==> src/rtl/gts_ram.sv <==
`timescale 1ns / 1ps

module gts_ram #(
  parameter int WIDTH = 8,
  parameter int DEPTH = 16
) (
  input  logic                     clk_i,
  input  logic                     we_i,
  input  logic [$clog2(DEPTH)-1:0] waddr_i,
  input  logic [WIDTH-1:0]         wdata_i,
  input  logic [$clog2(DEPTH)-1:0] raddr_i,
  output logic [WIDTH-1:0]         rdata_o
);

  logic [WIDTH-1:0] mem_q [DEPTH];

  // One write port and one registered read port.
  always_ff @(posedge clk_i) begin
    if (we_i) begin
      mem_q[waddr_i] <= wdata_i;
    end
    rdata_o <= mem_q[raddr_i];
  end

endmodule

==> config.mk <==
export PLATFORM = sky130hd
export DESIGN_NAME = gts_ram
export DESIGN_NICKNAME = d
export VERILOG_FILES = /design/src/rtl/gts_ram.sv
export SDC_FILE = /design/constraint.sdc
export NUM_CORES = 1
export LEC_CHECK = 0
export BUFFER_PORTS_ARGS = -buffer_cell sky130_fd_sc_hd__clkbuf_2
export CAP_MARGIN = 25
export CORE_MARGIN = 2
export CORE_UTILIZATION = 41
export CTS_BUF_LIST = sky130_fd_sc_hd__clkbuf_16
export CTS_CLUSTER_SIZE = 30
export DETAILED_ROUTE_END_ITERATION = 12
export MAX_ROUTING_LAYER = met4
export PLACE_DENSITY = 0.66
export SYNTH_ARGS = -nofsm -noshare
export SYNTH_HDL_FRONTEND = slang
export SYNTH_SLANG_ARGS = --single-unit
==> constraint.sdc <==
create_clock -name clk_i -period 4.67 [get_ports clk_i]
set_clock_uncertainty 0.2 [all_clocks]
set_input_delay 0.2335 -clock clk_i [delete_from_list [all_inputs] [get_ports clk_i]]
set_output_delay 0.2335 -clock clk_i [all_outputs]
set_load 0.01 [all_outputs]
==> metrics.txt, run 1 <==
# setup viols final 0; Max Fclk just over 500 MHz; Req. time, crit path 4.75 ns; period utilization 0.421; CP Launch Type input pin; CTS Buf Count 17; number of nets in the layout 286; post-synthesis cell area between 5000 and 6000 um2; vias in the first global route ~2400; Core Rows 40; Hold Path Class in -> reg; Slew HR 0.342; share of layout cells above drive strength 1 0.274; total power 2860 uW; antenna violations before repair 0; Tot GR Track Use 0.161; Syn Nets 247; global-route wire length before repair between 10000 and 15000 um; Die Ht between 100 and 150 um; unrepaired setup endpoints after global routing no; critical path arrival slightly above 2 ns; deepest clock path buffer count 2; max-slew violations 0; Pwr Density about 470 nW/um2; routed vias 2370; Routed Antenna Nets 0; TNS Setup 0 ns; Critical Path Sink Type flip-flop; Register Area roughly 4000 um2; DRT iter0 DRCs 246; wire per inst about 21 um; final hold slack around 0.034 ns; CTS H-tree lvls 4; Reg clk slew, reported paths 0.06 ns; GP Congestion roughly 0.75; io pins 26; measured slew at the worst slew-check pin around 0.98 ns; main area contributors after synthesis edfxtp_1 (75%), mux4_2 (7.9%), mux4_1 (7.1%), dfxtp_1 (3.1%), a22oi_1 (2.3%); TritonCTS clock tree done; CP Max Fanout 21; P_leak about 0.0020 uW; DP Wirelength about 5800 um; total of max-cap violations 0; Worst VDD drop ~240 uV; Syn Inst Count between 200 and 250; kind of critical path in -> reg; Die ar. 13500 um2; WL final 9500 um; sequential cell area fraction in the yosys report 0.778; status completed; Syn Area/Cell between 20 and 25 um2; Post-CTS Setup Bufs 0; filler instances just under 1000; Netlist cell types 19; multi-input logic area 1060 um2; Num Clock Sinks roughly 140; largest net degree at the start of global routing 33; core area between 10000 and 15000 um2; vias per inst roughly 5.3; yosys warns 0; area grow syn2layout 17.5%; Yosys top cell area share 0.747; drt drc 0; GRT overflow 0; Min Clock Period, post-route a little under 2 ns; worst skew pair latency 0.41 ns; #FFs+latches synth ~140; Chip Width 116 um; IO buf count 25; hold_buf cts 0; Starting Density 0.425; area leader, netlist edfxtp_1; n_diodes 0; final hold violations 0; TritonRoute pass-1 iters 4; cts repair resizes 0; root buffer cell clkbuf_16
layout make-up:
type / count / share of cell area
Sequential cell: 136 / 0.662
Multi-Input combinational cell: 83 / 0.175
Clock buffer: 17 / 0.0704
Tap cell: 168 / 0.0348
Clock inverter: 15 / 0.0312
Timing Repair Buffer: 30 / 0.0265
path summary, 6_finish.rpt:
path,slack [ns],to,startpoint,depth (start not counted)
setup / recovery,2.70,rdata_o[5],raddr_i[0],5
hold / removal,0.03,mem_q[5][5],wdata_i[5],1
setup reg to reg,3.11,rdata_o[5],mem_q[2][5],3
hold reg to reg,0.47,rdata_o[3],mem_q[8][3],3
per-stage QoR:
stage	std cells	util	setup slack (ns)	area (um2)
4_1_cts	449	0.499	2.68	6050
6_report	449	0.499	2.70	6050
5_1_grt	449	0.499	2.56	6050
2_1_floorplan	229	-	2.74	5150
3_5_place_dp	417	0.448	2.26	5430
3_3_place_gp	416	0.448	2.20	5430
sequential cells by signal, summed over array words and instances (netlist names):
| signal | flops |
|---|---|
| rdata_o | 8 |
| mem_q | 128 |
logic make-up after synthesis:
family / synth area share
AOI/OAI and AO/OA: 0.0233
buffers and inverters: 0.0168
and+or+nand+nor: 0.0318
muxes: 0.150
DFF: 0.778
critical path: stages:
cell and delay, ns:
clkbuf_2 0.37, buf_4 0.46, mux4_1 0.61, a22oi_1 0.27, nand2_1 0.09
power breakdown:
group	internal (uW)	switching [uW]
clock	886	476
sequential	1370	8.67
combinational	49.4	70.5
total	2300	555
placed cells by master (no fill, tap or decap), types with 2 or more instances in the layout:
| cell type | count |
|---|---|
| dfxtp_1 | 8 |
| mux4_2 | 18 |
| inv_1 | 4 |
| nor2_1 | 13 |
| clkinvlp_4 | 3 |
| nand2_1 | 9 |
| nor3_1 | 4 |
| nand3b_1 | 2 |
| mux4_1 | 14 |
| edfxtp_1 | 128 |
| buf_4 | 4 |
| clkbuf_16 | 17 |
| nand2b_1 | 2 |
| clkbuf_2 | 25 |
| clkinv_4 | 3 |
| a22oi_1 | 16 |
| bufinv_16 | 4 |
synth_stat cells:
master,instances
or3b_2,1
nor3_1,4
dfxtp_1,8
edfxtp_1,128
buf_2,3
nand3_1,1
nor2b_1,1
and2_1,1
buf_4,1
a22oi_1,16
clkdlybuf4s25_2,3
nor2_1,13
nand2b_1,2
buf_6,3
mux4_1,14
nand3b_1,2
mux4_2,18
and2b_1,1
nand2_1,9
layer usage:
metal / GRT usage / part of all wire
met3: 0.0377 / 0.072
met1: 0.222 / 0.42
met2: 0.237 / 0.50
met4: 0.0595 / 0.0048
met5: - / 0
(Power assumes the default switching activity.)
==> run 2, diff against run 1 <==
ABC_AREA = 1   (was default)
PLACE_DENSITY = 0.68   (was 0.66)
clock period = 1.6 ns   (was 4.67 ns; I/O delays follow)
==> run 2 against run 1 <==
Effect of this change:
- first-iteration DRC count increased by 83%
- clock-buffer cell count unchanged
- area after synthesis increased by 12%
- non-clock buffer count up 26
- via count grew 65%
- final cell count grew 77%
- clock power increased to 2.5 times the previous value
- synthesized cell count grew 140%
- combinational power rose to 4.4 times the previous value
- die area up 12%
- setup slack got worse by 2.3 ns
- critical path type is now reg -> reg
==> metrics.txt, run 2 <==
CP Launch Type flip-flop (was input pin); Die Ht 123 um (was 116 um); P_leak 0.00297 uW (was 0.00203 uW); largest net degree at the start of global routing 65 (was 33); IO buf count 25 (unchanged); #FFs+latches synth 136 (unchanged); total of max-cap violations 0 (unchanged); # setup viols final 0 (unchanged); Slew HR 0.696 (was 0.342); fin area 6790 um2 (was 6050 um2); TNS Setup 0 ns (unchanged); antenna violations before repair 0 (unchanged); most common cell after layout, fill and taps aside nand2_1 (was edfxtp_1); routed vias 3910 (was 2370); unrepaired setup endpoints after global routing no (unchanged); core area 13800 um2 (was 12100 um2); most frequent cells in the layout nand2_1 (173), edfxtp_1 (128), inv_1 (103) (was edfxtp_1 (128), clkbuf_2 (25), mux4_2 (18)); n_diodes 0 (unchanged); WL final 13000 um (was 9500 um); wire per inst 16.3 um (was 21.2 um); number of nets in the layout 620 (was 286); number of synthesized flops with an enable pin 128 (unchanged); Req. time, crit path 1.71 ns (was 4.75 ns); kind of critical path reg -> reg (was in -> reg); Largest Register mem_q (unchanged); period utilization 0.761; Yosys top cell area share 0.667 (was 0.747); worst skew pair latency 0.42 ns (was 0.41 ns); Final WS setup 0.382 ns (was 2.70 ns); yosys warns 0 (unchanged); CTS Buf Count 17 (unchanged); Pwr Density 1180 nW/um2 (was 472 nW/um2); Tot GR Track Use 0.192 (was 0.161); Starting Density 0.417 (was 0.425); global-route wire length before repair 20100 um (was 14600 um); CP peak stage delay 0.37 ns (was 0.61 ns); GRT overflow 0 (unchanged); root buffer cell clkbuf_16 (unchanged); Netlist cell types 12 (was 19); Max Fclk between 800 and 900 MHz; worst slack, placed 0.182 ns (was 2.26 ns); filler instances 1200 (was 965); critical path arrival 1.33 ns (was 2.05 ns); area grow syn2layout 17.7% (was 17.5%); commonest cells in the netlist nand2_1 (173), edfxtp_1 (128), inv_1 (100) (was edfxtp_1 (128), mux4_2 (18), a22oi_1 (16)); sequential cell area fraction in the yosys report 0.694 (was 0.778); cell with the most instances after synthesis nand2_1 (was edfxtp_1); drt drc 0 (unchanged); area leader, netlist edfxtp_1 (unchanged); Core Rows 43 (was 40); Syn Nets 569 (was 247); Num Clock Sinks 136 (unchanged); post-synthesis cell area 5770 um2 (was 5150 um2); CTS H-tree lvls 4 (unchanged); final hold violations 0 (unchanged); CP dominant cell by count nand3_1; Min Clock Period, post-route 1.22 ns; GP Congestion 0.830 (was 0.748); main area contributors after synthesis edfxtp_1 (67%), nand2_1 (11%), nand3_1 (8.4%), inv_1 (6.5%), dfxtp_1 (2.8%) (was edfxtp_1 (75%), mux4_2 (7.9%), mux4_1 (7.1%), dfxtp_1 (3.1%), a22oi_1 (2.3%)); Syn Inst Count 551 (was 229); vias per inst 4.92 (was 5.28); vias in the first global route 3637 (was 2444); CP max-delay cell edfxtp_1 (was mux4_1); Post-CTS Setup Bufs 0 (unchanged); max-slew violations 0 (unchanged); status completed (unchanged); deepest clock path buffer count 2 (unchanged); Hold Path Class in -> reg (unchanged); measured slew at the worst slew-check pin 0.456 ns (was 0.983 ns); Regs by FF count mem_q: 128 flops, rdata_o: 8 flops (unchanged); Routed Antenna Nets 0 (unchanged); share of layout cells above drive strength 1 0.125 (was 0.274); number of flip-flops in the largest register 128 (unchanged); TritonCTS clock tree done (unchanged); Reg clk slew, reported paths 0.06 ns (about the same); DRT iter0 DRCs 451 (was 246); Die ar. 15000 um2 (was 13500 um2); Critical Path Sink Type flip-flop (unchanged); io pins 26 (unchanged); Syn Area/Cell 10.5 um2 (was 22.5 um2); crit-path cells inv_1 > nand2_1 > nand3_1 > nand3_1 > nand3_1 > nand2_1 (was clkbuf_2 > buf_4 > mux4_1 > a22oi_1 > nand2_1); CP Max Fanout 1 (was 21); DP Wirelength 7920 um (was 5800 um); TritonRoute pass-1 iters 4 (unchanged); Worst VDD drop 771 uV (was 244 uV); Synth async-reset ratio 0 (unchanged); placed cell area 6190 um2 (was 5430 um2); dominant synthesized flop cell edfxtp_1 (unchanged); Chip Width 123 um (was 116 um)
==> run 2: per-stage QoR <==
step,power (uW),instances,hold slack (ns),util
after floorplan,4370,551,-0.0211,-
after global placement,4580,755,0.260,0.447
after detailed placement,4590,755,0.263,0.447
after CTS,8020,795,0.00920,0.491
after global routing,8240,795,0.0266,0.491
final,7980,795,0.0167,0.491
==> run 2: per-layer routing <==
metal	track usage	wire (um)
met1	0.258	5690
met2	0.285	6080
met3	0.0455	918
met4	0.0747	285
met5	-	0
==> run 2: final cells by class <==
type | count | area, um2 | share of cell area
Clock buffer | 17 | 425 | 0.0627
Clock inverter | 15 | 96.3 | 0.0142
Inverter | 102 | 383 | 0.0564
Multi-Input combinational cell | 289 | 1210 | 0.179
Sequential cell | 136 | 4000 | 0.590
Tap cell | 180 | 225 | 0.0332
Timing Repair Buffer | 56 | 440 | 0.0649
==> run 2: worst max-delay path, delay by kind of cell, from the launching register on <==
kind | cells | cell delay (ns)
flip-flops | 1 | 0.37
buffers and inverters | 1 | 0.08
AND/OR/NAND/NOR | 5 | 0.46
==> run 2: what timing repair did <==
action                                 in CTS  in global routing
endpoints found under the hold margin     116                  0
resized for setup                           0                  0
hold buffers                                8                  0
==> run 2: cells by family after synthesis <==
logic type	Yosys count	synth area share
simple gates	289	0.210
flops	136	0.694
buf+inv	126	0.0952
==> run 2: worst paths after layout <==
kind                start  slack (ns)            to  cells after the start
min reg2reg  mem_q[10][0]        0.45    rdata_o[0]                      6
max reg2reg  mem_q[10][1]        0.38    rdata_o[1]                      6
max          mem_q[10][1]        0.38    rdata_o[1]                      6
min            wdata_i[0]        0.02  mem_q[12][0]                      1
==> run 2: report_power, final <==
group	total, uW	internal (uW)	switching, uW
Sequential	4010	3990	26.2
Clock	3450	2070	1370
Combinational	522	170	352
Total	7980	6230	1750
