### src/rtl/gts_pkg.sv
`timescale 1ns / 1ps

package gts_pkg;

  // Field widths fixed by the item format.
  localparam int NODE_W   = 6;
  localparam int REQ_W    = 3;
  localparam int SLOT_W   = 3;
  localparam int WIN_W    = 16;
  localparam int DEGIN_W  = 4;
  localparam int RAND_W   = 16;
  localparam int STATUS_W = 3;
  localparam int MODE_W   = 2;

  typedef logic [STATUS_W-1:0] status_t;
  typedef logic [REQ_W-1:0]    req_t;
  typedef logic [MODE_W-1:0]   mode_t;

  // Request codes.
  localparam req_t REQ_EDGE    = 3'd0;
  localparam req_t REQ_DEGREE  = 3'd1;
  localparam req_t REQ_RESTART = 3'd2;
  localparam req_t REQ_STEP    = 3'd3;
  localparam req_t REQ_REPORT  = 3'd4;
  localparam req_t REQ_SETSTRT = 3'd5;

  // Walk modes.
  localparam mode_t MODE_RANDOM = 2'd0;
  localparam mode_t MODE_DFS    = 2'd1;
  localparam mode_t MODE_BFS    = 2'd2;

  // Result status codes.
  localparam status_t ST_NODE         = 3'd0;
  localparam status_t ST_DONE         = 3'd1;
  localparam status_t ST_ACK          = 3'd2;
  localparam status_t ST_NOSTART      = 3'd3;
  localparam status_t ST_ABSENT_START = 3'd4;
  localparam status_t ST_OVERFLOW     = 3'd5;
  localparam status_t ST_NOCUR        = 3'd6;
  localparam status_t ST_ABSENT       = 3'd7;

  // Operation of the shared arithmetic unit.
  typedef enum logic {
    ALU_ADD = 1'b0,
    ALU_SUB = 1'b1
  } alu_op_e;

endpackage

### src/rtl/gts_alu.sv
`timescale 1ns / 1ps

module gts_alu #(
  parameter int W = 8
) (
  input  gts_pkg::alu_op_e op_i,
  input  logic [W-1:0]     a_i,
  input  logic [W-1:0]     b_i,
  output logic [W-1:0]     res_o,
  output logic             borrow_o
);

  logic [W:0] full;

  // Shared adder and subtractor; the top bit is the carry or the borrow.
  always_comb begin
    case (op_i)
      gts_pkg::ALU_SUB: full = {1'b0, a_i} - {1'b0, b_i};
      gts_pkg::ALU_ADD: full = {1'b0, a_i} + {1'b0, b_i};
      default:          full = {1'b0, a_i} + {1'b0, b_i};
    endcase
  end

  assign res_o    = full[W-1:0];
  assign borrow_o = full[W];

endmodule

### config.mk
export PLATFORM = sky130hd
export DESIGN_NAME = gts_alu
export DESIGN_NICKNAME = d
export VERILOG_FILES = /design/src/rtl/gts_pkg.sv /design/src/rtl/gts_alu.sv
export SDC_FILE = /design/constraint.sdc
export NUM_CORES = 1
export LEC_CHECK = 0
export BUFFER_PORTS_ARGS = -buffer_cell sky130_fd_sc_hd__buf_2
export CAP_MARGIN = 20
export CORE_UTILIZATION = 43
export DETAILED_ROUTE_END_ITERATION = 12
export PLACE_DENSITY = 0.85
export SYNTH_ARGS = -nofsm -noshare
export SYNTH_HDL_FRONTEND = slang
export SYNTH_SLANG_ARGS = --single-unit
### constraint.sdc
create_clock -name vclk -period 2.15
set_clock_uncertainty 0.1 [all_clocks]
set_input_delay 0.215 -clock vclk [all_inputs]
set_output_delay 0.215 -clock vclk [all_outputs]
set_load 0.1 [all_outputs]
==> flow_summary.yaml, run 1 <==
status:
  status: "aborted with a tool error"
  haltStage: "clock tree synthesis"
  firstError: "[ERROR DPL-0038] Utilization greater than 100%, impossible to legalize"
synthesis:
  syn-num-nets: 99
  synth_top_area_share_pct: 20.13
  netlist_area_um2: 559.3
  synth_top_area_cell: "ha_1"
  synth-seq-area-share_pct: 0
  ys_top_cells_by_area: "ha_1 (20%), xnor2_1 (14%), inv_1 (6.0%)"
  avgSynthCellArea_um2: 7.768
  yosysWarningCount: 0
  synth_cell_types: 28
  synth_common_cells: "ha_1 (9), inv_1 (9), xnor2_1 (9), nor2_1 (8)"
  postSynthCellCount: 72
floorplan:
  initial_utilization_pct: 48.38
  num_rows: 12
  io_pins: 26
  die_width_um: 38.07
  die_h_um: 38.07
cts:
  cts.hold.buffers_added: 0
  cts_resized: 16
  cts_setup_buffers: 5
place:
  place_congestion: 0.7924
  port_buffers: 26
  dp_cells: 127
  dpl.hpwl_mm: 1.934
[kinds of logic after synthesis]
kind of cell	Yosys count	synth area share, %
and+or+nand+nor	20	21.26
buffers and inverters	10	8.053
muxes	2	3.803
xor gates and xnor gates	12	18.79
adders and majority gates	10	23.71
AOI/OAI and AO/OA	18	24.38
[metrics by stage]
step | hold WS, ns | util, % | worst slack [ns] | setup TNS (ns) | area, um2
2_1_floorplan | 0.7778 | - | -0.3782 | -1.759 | 739.5
3_3_place_gp | 0.8887 | 96.54 | -0.3927 | -1.579 | 1116
3_5_place_dp | 0.9162 | 96.54 | -0.4864 | -2.187 | 1116
==> inputs of run 2 (changes only) <==
Settings changed: CORE_AREA from default to 2 2 63 65, CORE_UTILIZATION 43 to default, DIE_AREA from default to 0 0 65 67, PLACE_DENSITY 0.85 to default, PLACE_DENSITY_LB_ADDON from default to 0.15.
Clock period 2.15 ns to 2.8 ns, I/O delays scaled along.
==> run 2 against run 1 <==
The run now ends clean. Synthesized cell count unchanged. Area after synthesis unchanged.
==> flow_summary.yaml, run 2 <==
finish:
  final_cell_mix: "buf_2 (19), inv_1 (9), nor2_1 (8), ha_1 (8), buf_12 (7)"
  drive_gt1_share_pct: 46.08
  area_delta_synth_final_pct: 78.97
  layout_commonest_cell: "buf_2"
  antenna_cells: 0
  final_util_pct: 27.76
  post-route-cell-area_um2: 1001
  n_clock_buffer: 0
  nNetsFinal: 131
  nFillCells: 392
  seqCellArea_um2: 0
  flops_and_latches: 0
power:
  power_frac_comb_pct: 100.0
  p_int_uw: 248.9
  pwr-share-clk_pct: 0
  power_uw: 681.0
  pwr-share-seq_pct: 0
  p_sw_uw: 432.0
  ir_drop_v: 0.0001980
  swShare_pct: 63.44
  p_leak_uw: 0.0004570
  power_density_nw_per_um2: 680.3
timing:
  slew_violations: 0
  max_slew.worst_pin.slew_ns: 0.4828
  min_period_over_period_pct: 97.42
  setup_violations: 0
  finalHoldViolCount: 0
  tns_ns: 0
  relSlewSlack_pct: 68.03
  period_needed_ns: 2.728
  rsz0062_at_grt: "true"
  max_freq_mhz: 366.6
synthesis:
  postSynthCellCount: 72
  synth_top_area_share_pct: 20.13
  synth_top_area_cell: "ha_1"
  synth-seq-area-share_pct: 0
  synth_common_cells: "ha_1 (9), inv_1 (9), xnor2_1 (9), nor2_1 (8)"
  synth-compound-area-share_pct: 24.38
  yosysWarningCount: 0
  yosys.area_share.adder_pct: 23.71
  synth_top_family_by_area: "compound AO/OA/AOI/OAI gates"
  synthXorXnorAreaFrac_pct: 18.79
  avgSynthCellArea_um2: 7.768
  syn-num-nets: 99
  synth_cell_types: 28
  ys_top_cells_by_area: "ha_1 (20%), xnor2_1 (14%), inv_1 (6.0%)"
  muxShareOfSynthArea_pct: 3.803
  yosys.area_share.simple_pct: 21.25
  netlist_area_um2: 559.3
floorplan:
  die-area_um2: 4355
  io_pins: 26
  num_rows: 22
  die_h_um: 67
  initial_utilization_pct: 15.51
  coreArea_um2: 3606
  die_width_um: 65
route:
  totalWireLength_mm: 1.406
  drt-initial-drc-count: 5
  dr.pass1.iters: 2
  ant_nets: 0
  vias_per_cell: 3.947
  post-route-drc-count: 0
  wl_per_cell_um: 9.373
  vias: 592
global_routing:
  grt_pass1_wl_mm: 2.394
  grt_pass1_vias: 540
  grt_use_total_pct: 6.733
  antenna_found_initial: 0
  grt-ovfl-total: 0
  grt_max_degree: 8
critical_path:
  path_buf_inv: 3
  crit_chain: "buf_2 > inv_1 > ha_1 > mux2_4 > fa_2 > nor2b_4 > o2111ai_4 > a32oi_4 > xnor2_4 > buf_12"
  arrival_ns: 2.35
  crit_type: "input pin to primary output"
  cp_data_required_time_ns: 2.42
  slowest_delay_ns: 0.42
  slowest_stage: "fa_2"
  path_max_fanout: 2
  critical_path.top_delay_family: "adder cells"
  critPathLaunchType: "input pin"
  cp-end-kind: "primary output"
run:
  maxCapViolations: 0
min_path:
  hp-class: "input pin to primary output"
place:
  place_area_um2: 965.9
  place_congestion: 0.7213
  dpl.hpwl_mm: 1.307
  port_buffers: 26
status:
  status: "completed"
-- run 2: cell counts after synthesis --
Identical to the previous run, type by type.
-- run 2: per-layer routing --
metal  vias to the layer above  wire [um]  GRT usage [%]
met5                         -          0              0
met3                         0         60         0.1689
met4                         0          0              0
met2                        14        681          12.63
li1                        311          -              -
met1                       267        664          9.082
-- run 2: metrics by stage --
stage / hold slack (ns) / setup slack [ns] / std cells
after CTS: 1.028 / 0.008961 / 150
final: 1.022 / 0.07221 / 150
after global routing: 1.043 / -0.002701 / 150
after global placement: 1.024 / 0.02805 / 150
after floorplan: 0.9078 / -0.1214 / 72
after detailed placement: 1.026 / 0.02498 / 150
-- run 2: power by group through the flow --
stage	Combinational [uW]	Clock, uW	Sequential, uW
floorplan	466	0	0
global placement	670	0	0
detailed placement	671	0	0
CTS	672	0	0
global route	709	0	0
finish	681	0	0
-- run 2: logic make-up (layout without fill, tap and decap cells) --
kind of cell / count (synthesis) / count (layout)
buffers and inverters: 10 / 40
muxes: 2 / 2
AOI/OAI and AO/OA: 18 / 18
xor gates and xnor gates: 12 / 12
adders and majority gates: 10 / 10
and+or+nand+nor: 20 / 20
-- run 2: timing repair --
item	in CTS	in global routing
resized for setup	0	6
setup endpoints to repair	0	2
hold buffers	0	0
buffers inserted	0	0
-- run 2: final cells by class --
| cell class | count | area, um2 | share of cell area [%] |
|---|---|---|---|
| well taps | 48 | 60.06 | 6.000 |
| inverters | 9 | 33.78 | 3.375 |
| repair buffers | 31 | 272.8 | 27.25 |
| multi-input cells | 62 | 634.4 | 63.37 |
-- run 2: final timing paths --
check	start	end	slack, ns	cells after the start
max	b_i[0]	borrow_o	0.07	10
min	a_i[2]	res_o[2]	1.02	4
-- run 2: worst min-delay path, cell delays in order --
cell and delay (ns):
buf_2 0.08, ha_1 0.21, xnor2_2 0.10, buf_12 0.17
(Power assumes the default switching activity.)
==> inputs of run 3 (changes only) <==
Settings changed: SETUP_SLACK_MARGIN from default to 0.4.
==> run 3 against run 2 <==
Setup slack improved by 0.12 ns. Cell area rose by 16%. Cell count rose by 1.3%. Via count rose by 2.0%. Maximum frequency rose by 4.6%. Wire length rose by 9.8%. Largest power group unchanged.
==> flow_summary.yaml, run 3 (synthesis results as in run 2) <==
power:
  pwr-share-seq_pct: 0
  pwr-share-clk_pct: 0
  power_frac_comb_pct: 100.0
  p_leak_uw: 0.0004902
  p_sw_uw: 452.3
  power_density_nw_per_um2: 627.9
  p_int_uw: 277.5
  power_uw: 729.8
  swShare_pct: 61.97
  ir_drop_v: 0.0001066
timing:
  holdWs_ns: 0.9570
  relSlewSlack_pct: 67.66
  rsz0062_at_grt: "true"
  setup_violations: 0
  max_freq_mhz: 383.3
  period_needed_ns: 2.609
  finalHoldViolCount: 0
  slew_violations: 0
  min_period_over_period_pct: 93.18
  max_slew.worst_pin.slew_ns: 0.4885
  tns_ns: 0
route:
  dr.pass1.iters: 3
  ant_nets: 0
  drt-initial-drc-count: 3
  vias: 604
  post-route-drc-count: 0
  totalWireLength_mm: 1.544
  wl_per_cell_um: 10.16
  vias_per_cell: 3.974
cts:
  cts.hold.buffers_added: 0
global_routing:
  grt_use_total_pct: 7.336
  grt_max_degree: 9
  met2_usage_pct: 12.37
  grt_pass1_wl_mm: 2.649
  use_met3_pct: 0.1689
  grt_use_met1_pct: 10.99
  grt_pass1_vias: 604
  antenna_found_initial: 0
  grt-busiest-layer: "met2"
  grt-ovfl-total: 0
place:
  place_congestion: 0.7425
  port_buffers: 26
  dpl.hpwl_mm: 1.353
floorplan:
  die-area_um2: 4355
  coreArea_um2: 3606
  initial_utilization_pct: 15.51
  die_h_um: 67
  die_width_um: 65
  num_rows: 22
  io_pins: 26
finish:
  antenna_cells: 0
  layout_commonest_cell: "buf_2"
  nFillCells: 388
  drive_gt1_share_pct: 60.58
  flops_and_latches: 0
  nNetsFinal: 133
  n_clock_buffer: 0
  area_delta_synth_final_pct: 107.8
  seqCellArea_um2: 0
  final_cell_mix: "buf_2 (18), buf_12 (7), inv_1 (6), nor2_1 (6)"
critical_path:
  path_max_fanout: 3
  cp-end-kind: "primary output"
  arrival_ns: 2.23
  cp_data_required_time_ns: 2.42
  crit_type: "input pin to primary output"
  critPathLaunchType: "input pin"
status:
  status: "completed"
run:
  maxCapViolations: 0
min_path:
  hp-start: "b_i[0]"
  hp-class: "input pin to primary output"
  hold_depth: 4
  holdPathEnd: "res_o[0]"
## run 3: changes by cell type in the layout (fill, tap and decap cells not counted), sizes merged
cell and change:
buf +2
## run 3: worst max-delay path, stage by stage
cell	delay, ns
buf_12	0.11
inv_12	0.04
ha_4	0.18
mux2_4	0.29
buf_6	0.12
buf_6	0.11
inv_4	0.04
ha_4	0.18
nor2b_4	0.13
o2111ai_4	0.22
a21oi_2	0.10
nor3_4	0.22
buf_12	0.20
## run 3: per-stage QoR
stage,instances,setup slack (ns),cell area [um2],util [%]
after global placement,146,0.06323,1016,28.17
after floorplan,72,0.1418,739.5,-
after global routing,152,0.1080,1162,32.23
after CTS,149,0.06395,1087,30.15
final,152,0.1910,1162,32.23
after detailed placement,146,0.03655,1016,28.17
## run 3: routing by layer
| layer | vias to the layer above | wire length (um) |
|---|---|---|
| li1 | 319 | - |
| met1 | 273 | 711 |
| met2 | 12 | 783 |
| met3 | 0 | 49 |
| met4 | 0 | 0 |
| met5 | - | 0 |
## run 3: what timing repair did
item / CTS / global route
gates resized for setup: 14 / 7
pin swaps: 8 / 13
hold endpoints to repair: 0 / 0
buffers inserted: 3 / 3
endpoints found under the setup margin: 7 / 6
## run 3: area by class of cell
class	count	area (um2)	share of cell area (%)
Multi-Input combinational cell	62	745.7	64.16
Timing Repair Buffer	33	305.3	26.26
Tap cell	48	60.06	5.167
Inverter	9	51.30	4.413
## run 3: how the worst max path moves through the flow
stage | start | to | slack (ns) | cells past startpoint
6_report | b_i[1] | res_o[7] | 0.19 | 13
5_1_grt | b_i[1] | res_o[7] | 0.11 | 11
4_1_cts | b_i[1] | borrow_o | 0.06 | 10
3_5_place_dp | b_i[1] | borrow_o | 0.04 | 10
3_3_place_gp | b_i[1] | borrow_o | 0.06 | 10
2_1_floorplan | b_i[1] | res_o[7] | 0.14 | 9
## run 3: power groups by stage
stage | Combinational [uW] | Sequential [uW] | Clock [uW]
finish | 730 | 0 | 0
global route | 763 | 0 | 0
CTS | 711 | 0 | 0
detailed placement | 690 | 0 | 0
global placement | 690 | 0 | 0
floorplan | 499 | 0 | 0
